[src/hw/rtl/rgbhsv_pkg.sv]
// Shared types and constants for the RGB to HSV converter.
// No dependencies; imported by the top level and its port checker.
package rgbhsv_pkg;

  // One input beat: an 8-bit RGB pixel.
  typedef struct packed {
    logic [7:0] red;
    logic [7:0] green;
    logic [7:0] blue;
  } pixel_t;

  // One result beat: hue in fixed-point degrees, saturation, value.
  typedef struct packed {
    logic [14:0] hue;
    logic [7:0]  saturation;
    logic [7:0]  brightness;
  } hsv_t;

  localparam int HUE_W = 15;

  // Quotient bits resolved per divider stage.
  localparam int DIV_STEPS_PER_STAGE = 4;

  // Sector of the largest channel.
  localparam logic [1:0] SECT_RED   = 2'd0;
  localparam logic [1:0] SECT_GREEN = 2'd1;
  localparam logic [1:0] SECT_BLUE  = 2'd2;

  localparam int DEG_60  = 60;
  localparam int DEG_120 = 120;
  localparam int DEG_240 = 240;
  localparam int DEG_360 = 360;
  localparam int SAT_SCALE = 255;

endpackage

[src/hw/rtl/rgb_to_hsv_converter_top.sv]
// RGB to HSV converter top level: sector select, numerator build and
// two pipelined restoring dividers. Depends on rgbhsv_pkg.

// The converter takes one pixel beat in every clock cycle and never pushes
// back: busy is tied low, so a beat is taken whenever start is high. Each
// result appears on result for exactly one cycle with done high, after its
// pixel has passed the stage A and stage B registers and the divider stages.
// QW = clog2(360 * 2^F) is the hue quotient width (F = HUE_FRAC_BITS). The
// hue divider resolves four quotient bits per pipeline stage; the saturation
// divider runs alongside in the same
// stages. The receiver cannot stall: it must take every done beat as it comes.
// Grey pixels give hue 0 and saturation 0; brightness is the largest channel.
module rgb_to_hsv_converter_top #(
  parameter int HUE_FRAC_BITS = 6
) (
  input  logic                  clk,
  input  logic                  rst,
  input  logic                  start,
  output logic                  busy,
  input  rgbhsv_pkg::pixel_t    pixel,
  output logic                  done,
  output rgbhsv_pkg::hsv_t      result
);
  import rgbhsv_pkg::*;

  // Hue quotient width, numerator width and divider depth.
  localparam int QW  = $clog2(DEG_360 * (1 << HUE_FRAC_BITS));
  localparam int NW  = QW + 8;
  localparam int SPS = DIV_STEPS_PER_STAGE;
  localparam int NST = (QW + SPS - 1) / SPS;
  localparam int QXW = (QW > HUE_W) ? QW : HUE_W;

  // The pipeline always has room.
  assign busy = 1'b0;

  // ---------------------------------------------------------------------
  // Stage A: find the largest channel, its sector, delta and difference.
  // Tie rules follow the comparison order below.
  // ---------------------------------------------------------------------
  logic              a_valid;
  logic [7:0]        a_vmax;
  logic [7:0]        a_delta;
  logic signed [8:0] a_diff;
  logic [1:0]        a_sect;
  logic              a_grey;

  logic [7:0]        sa_vmax;
  logic [7:0]        sa_vmin;
  logic signed [8:0] sa_diff;
  logic [1:0]        sa_sect;

  always_comb begin
    logic signed [8:0] r9;
    logic signed [8:0] g9;
    logic signed [8:0] b9;
    r9 = $signed({1'b0, pixel.red});
    g9 = $signed({1'b0, pixel.green});
    b9 = $signed({1'b0, pixel.blue});
    if (pixel.green > pixel.red) begin
      if (pixel.blue > pixel.green) begin
        sa_vmax = pixel.blue;
        sa_vmin = pixel.red;
        sa_sect = SECT_BLUE;
        sa_diff = r9 - g9;
      end else begin
        sa_vmax = pixel.green;
        sa_vmin = (pixel.blue < pixel.red) ? pixel.blue : pixel.red;
        sa_sect = SECT_GREEN;
        sa_diff = b9 - r9;
      end
    end else begin
      if (pixel.red > pixel.blue) begin
        sa_vmax = pixel.red;
        sa_vmin = (pixel.green < pixel.blue) ? pixel.green : pixel.blue;
        sa_sect = SECT_RED;
        sa_diff = g9 - b9;
      end else begin
        sa_vmax = pixel.blue;
        sa_vmin = pixel.green;
        sa_sect = SECT_BLUE;
        sa_diff = r9 - g9;
      end
    end
  end

  always_ff @(posedge clk) begin
    if (rst) begin
      a_valid <= 1'b0;
    end else begin
      a_valid <= start && !busy;
    end
    a_vmax  <= sa_vmax;
    a_delta <= sa_vmax - sa_vmin;
    a_diff  <= sa_diff;
    a_sect  <= sa_sect;
    a_grey  <= (pixel.red == pixel.green) && (pixel.green == pixel.blue);
  end

  // ---------------------------------------------------------------------
  // Stage B: build the hue numerator (offset*delta + 60*diff, wrapped by
  // 360*delta when negative, scaled by 2^F) and the saturation numerator.
  // Grey pixels get divisor 1 so both quotients come out zero.
  // ---------------------------------------------------------------------
  logic              dv   [0:NST];
  logic [7:0]        hrem [0:NST];
  logic [QW-1:0]     hacc [0:NST];
  logic [7:0]        hden [0:NST];
  logic [7:0]        srem [0:NST];
  logic [7:0]        sacc [0:NST];
  logic [7:0]        sden [0:NST];
  logic [7:0]        bval [0:NST];

  logic [16:0]        b_off;
  logic signed [15:0] b_diff60;
  logic signed [18:0] b_base;
  logic [16:0]        b_wrap;
  logic [NW-1:0]      b_hnum;
  logic [15:0]        b_snum;

  always_comb begin
    unique case (a_sect)
      SECT_GREEN: b_off = 17'(DEG_120) * {9'b0, a_delta};
      SECT_BLUE:  b_off = 17'(DEG_240) * {9'b0, a_delta};
      default:    b_off = '0;
    endcase
    b_diff60 = 16'(DEG_60) * {{7{a_diff[8]}}, a_diff};
    b_wrap   = 17'(DEG_360) * {9'b0, a_delta};
    b_base   = $signed({2'b0, b_off}) + $signed({{3{b_diff60[15]}}, b_diff60});
    // Red sector with blue above green: wrap into [0, 360).
    if (b_base[18]) begin
      b_base = b_base + $signed({2'b0, b_wrap});
    end
    b_hnum = NW'(b_base[16:0]) << HUE_FRAC_BITS;
    b_snum = 16'(SAT_SCALE) * {8'b0, a_delta};
  end

  always_ff @(posedge clk) begin
    if (rst) begin
      dv[0] <= 1'b0;
    end else begin
      dv[0] <= a_valid;
    end
    hrem[0] <= b_hnum[NW-1:QW];
    hacc[0] <= b_hnum[QW-1:0];
    hden[0] <= a_grey ? 8'd1 : a_delta;
    srem[0] <= b_snum[15:8];
    sacc[0] <= b_snum[7:0];
    sden[0] <= a_grey ? 8'd1 : a_vmax;
    bval[0] <= a_vmax;
  end

  // ---------------------------------------------------------------------
  // Divider stages: restoring division, SPS quotient bits per stage.
  // The accumulator shifts the numerator out at the top and the quotient
  // in at the bottom; the remainder always stays below the divisor.
  // Saturation needs only the first eight steps.
  // ---------------------------------------------------------------------
  for (genvar gs = 0; gs < NST; gs++) begin : g_div
    logic [7:0]    nx_hrem;
    logic [QW-1:0] nx_hacc;
    logic [7:0]    nx_srem;
    logic [7:0]    nx_sacc;

    always_comb begin
      logic [8:0] t;
      nx_hrem = hrem[gs];
      nx_hacc = hacc[gs];
      nx_srem = srem[gs];
      nx_sacc = sacc[gs];
      for (int j = 0; j < SPS; j++) begin
        if (gs * SPS + j < QW) begin
          t       = {nx_hrem, nx_hacc[QW-1]};
          nx_hacc = nx_hacc << 1;
          if (t >= {1'b0, hden[gs]}) begin
            t          = t - {1'b0, hden[gs]};
            nx_hacc[0] = 1'b1;
          end
          nx_hrem = t[7:0];
        end
        if (gs * SPS + j < 8) begin
          t       = {nx_srem, nx_sacc[7]};
          nx_sacc = nx_sacc << 1;
          if (t >= {1'b0, sden[gs]}) begin
            t          = t - {1'b0, sden[gs]};
            nx_sacc[0] = 1'b1;
          end
          nx_srem = t[7:0];
        end
      end
    end

    always_ff @(posedge clk) begin
      if (rst) begin
        dv[gs+1] <= 1'b0;
      end else begin
        dv[gs+1] <= dv[gs];
      end
      hrem[gs+1] <= nx_hrem;
      hacc[gs+1] <= nx_hacc;
      hden[gs+1] <= hden[gs];
      srem[gs+1] <= nx_srem;
      sacc[gs+1] <= nx_sacc;
      sden[gs+1] <= sden[gs];
      bval[gs+1] <= bval[gs];
    end
  end

  // ---------------------------------------------------------------------
  // Output: the last divider stage drives the result beat directly.
  // Hue keeps its low 15 bits when the fraction is wider than default.
  // ---------------------------------------------------------------------
  logic [QXW-1:0] hue_ext;

  assign hue_ext           = QXW'(hacc[NST]);
  assign done              = dv[NST];
  assign result.hue        = hue_ext[HUE_W-1:0];
  assign result.saturation = sacc[NST];
  assign result.brightness = bval[NST];

endmodule

[config.mk]
export PLATFORM = sky130hd
export DESIGN_NAME = rgb_to_hsv_converter_top
export DESIGN_NICKNAME = d
export VERILOG_FILES = /design/src/hw/rtl/rgbhsv_pkg.sv /design/src/hw/rtl/rgb_to_hsv_converter_top.sv
export SDC_FILE = /design/constraint.sdc
export NUM_CORES = 1
export LEC_CHECK = 0
export CORE_MARGIN = 2
export CORE_UTILIZATION = 30
export CTS_BUF_LIST = sky130_fd_sc_hd__clkbuf_2 sky130_fd_sc_hd__clkbuf_4 sky130_fd_sc_hd__clkbuf_8
export CTS_CLUSTER_SIZE = 40
export DETAILED_ROUTE_END_ITERATION = 7
export DONT_BUFFER_PORTS = 1
export MAX_ROUTING_LAYER = met4
export SLEW_MARGIN = 5
export SYNTH_ARGS = -nofsm -noshare
export SYNTH_HDL_FRONTEND = slang
export SYNTH_SLANG_ARGS = --single-unit
[constraint.sdc]
create_clock -name clk -period 10.35 [get_ports clk]
set_clock_uncertainty 0.1 [all_clocks]
set_input_delay 1.035 -clock clk [delete_from_list [all_inputs] [get_ports clk]]
set_output_delay 1.035 -clock clk [all_outputs]
set_load 0.05 [all_outputs]
==> out/results.tsv <==
metric	value	unit
final_cell_mix	ha_1, inv_1, dfxtp_1	
portBuffers	0	
clock.fmax	107	MHz
dp_hpwl	38300	um
drv_slew	0	
finish.net_count	2870	
fillers	7293	
initial_core_util	30.4	%
multi_input_comb_area	0.0148	mm^2
vias	16300	
cts_resized	0	
crit_type	reg2reg	
worstSkewPairLatency	620	ps
outcome	finished clean	
synth_flop_cell	dfxtp_1	
finalHoldViolCount	0	
setup_tns	0	ps
yosysWarnings	0	
drt-pass1-iter-count	5	
wl_per_cell	13.8	um
syn_to_final_growth	10.1	%
grt_pass1_vias	15900	
wl	47200	um
cts_sinks	259	
seq_area_frac_synth	24.3	%
final_common_cell	ha_1	
dp_slack	942	ps
syn-cell-area	0.0213	mm^2
overflow	0	
min-delay-path-class	reg2reg	
max_slew_margin	35.7	%
grt_pass1_wl	78900	um
setup_slack	984	ps
drt_iter0_drc	816	
place.gp.congestion	0.888	
cts_setup_buffers	0	
grt_max_degree	37	
tightest_slew	962	ps
fin_crit	9370	ps
antenna_found_initial	4	
cp.required	10750	ps
fin_cells	3415	
cp_num_buf_inv	5	
crit_top_cell	o21ai_0	
drive_gt1_share	8.69	%
ff_latch_area	0.00518	mm^2
ant_nets	0	
cpLargestDelayFamily	compound AO/OA/AOI/OAI gates	
syn_area_per_cell	8.82	um^2
async_reset_ff_share	0	%
core_area	0.0703	mm^2
rows	97	
cts.clk_slew.worst_paths	60	ps
syn_nets	2856	
drc	0	
syn_inst	2420	
cts_tree	done	
critPathSlowestCell	a2111oi_0	
io_pins	60	
setup-violations-final	0	
track_usage	13.3	%
crit_arrival	9770	ps
vias_per_cell	4.76	
fin_crit_sh	90.5	%
die_w	271	um
max_cap_violations	0	
synth_edf_count	0	
dieHeight	271	um
clk_path_buf_depth	3	
max_stage_delay	440	ps
rsz0062_at_grt	no	
cts_hold_buf	0	
ys_seq_elements	259	
root_buffer	clkbuf_8	
critical_path.startpoint_type	flop	
cts_made_buffers	49	
dieArea	0.0733	mm^2
cp-end-kind	flop	
dp_cells	3323	
yosysUniqueCellTypes	84	
cp_max_fo	11	
h-tree-depth	2	
sequential cells by signal, summed over array words and instances (netlist names):
name     count
a_valid      1
bval        40
sden        16
hrem        32
a_diff       9
hacc        49
sacc        40
a_vmax       8
srem        16
a_grey       1
a_delta      8
a_sect       2
hden        32
dv           5
kinds of logic after synthesis:
group	after synthesis	share of synthesized area, %
AO/OA/AOI/OAI	561	16.8
XOR/XNOR	177	7.26
adder cells (fa/ha/maj)	409	26.9
buffers and inverters	344	6.43
flip-flops	259	24.3
multiplexers	95	5.02
other	1	0.0176
AND/OR/NAND/NOR	574	13.3
per-stage QoR:
stage          area [um^2]  util, %  hold WS, ps
6_report             23500     33.4          217
5_1_grt              23500     33.4          227
4_1_cts              23500     33.4          218
3_5_place_dp         22400     31.8          212
3_3_place_gp         22400     31.8          210
2_1_floorplan        21300        -          210
final cells by class:
class	instances	share of cell area [%]
Sequential cell	259	22.1
Antenna cell	2	0.0213
Tap cell	940	5.01
Clock buffer	68	3.64
Timing Repair Buffer	11	0.352
Multi-Input combinational cell	1817	63.0
Clock inverter	22	1.14
Inverter	296	4.75
worst register-to-register path, delay by kind of cell (launching register included):
kind                     cells  cell delay [ps]
AND/OR/NAND/NOR             12             1680
multiplexers                 2              470
flip-flops                   1              430
adder cells (fa/ha/maj)      4             1240
AO/OA/AOI/OAI               18             4640
buffers and inverters        5              670
cells in the mapped netlist, drive strengths merged (20+ instances only):
master,n,area share (%)
nor2b,73,2.1
mux2,69,3.8
nor3,49,1.1
ha,327,19
a21oi,166,3.9
nand2,114,2.0
o21a,29,1.0
mux2i,26,1.2
inv,294,5.2
nand3,31,0.73
clkbuf,26,0.46
o21ai,149,3.5
dfxtp,259,24
or2,22,0.64
xnor2,120,4.9
nand2b,35,1.0
fa,82,7.7
xor2,57,2.3
o21bai,20,0.70
nor2,170,3.0
buf,21,0.69
a21o,45,1.6
worst paths after layout:
kind / start / to / slack (ps) / cells past startpoint
setup / recovery: hden[0][9] / hrem[0][18] / 980 / 41
hold / removal: bval[0][22] / bval[0][30] / 220 / 0
setup reg to reg: hden[0][9] / hrem[0][18] / 980 / 41
hold reg to reg: bval[0][22] / bval[0][30] / 220 / 0
metal layers:
metal	track usage (%)	part of all wire, %	vias up
li1	-	-	8399
met1	17.6	49	7501
met2	21.1	44	279
met3	1.97	4.1	78
met4	3.72	2.1	0
met5	-	0	-
Power is not shown: default switching activity piles up to over one toggle a cycle in this logic, so the estimate is an artifact.
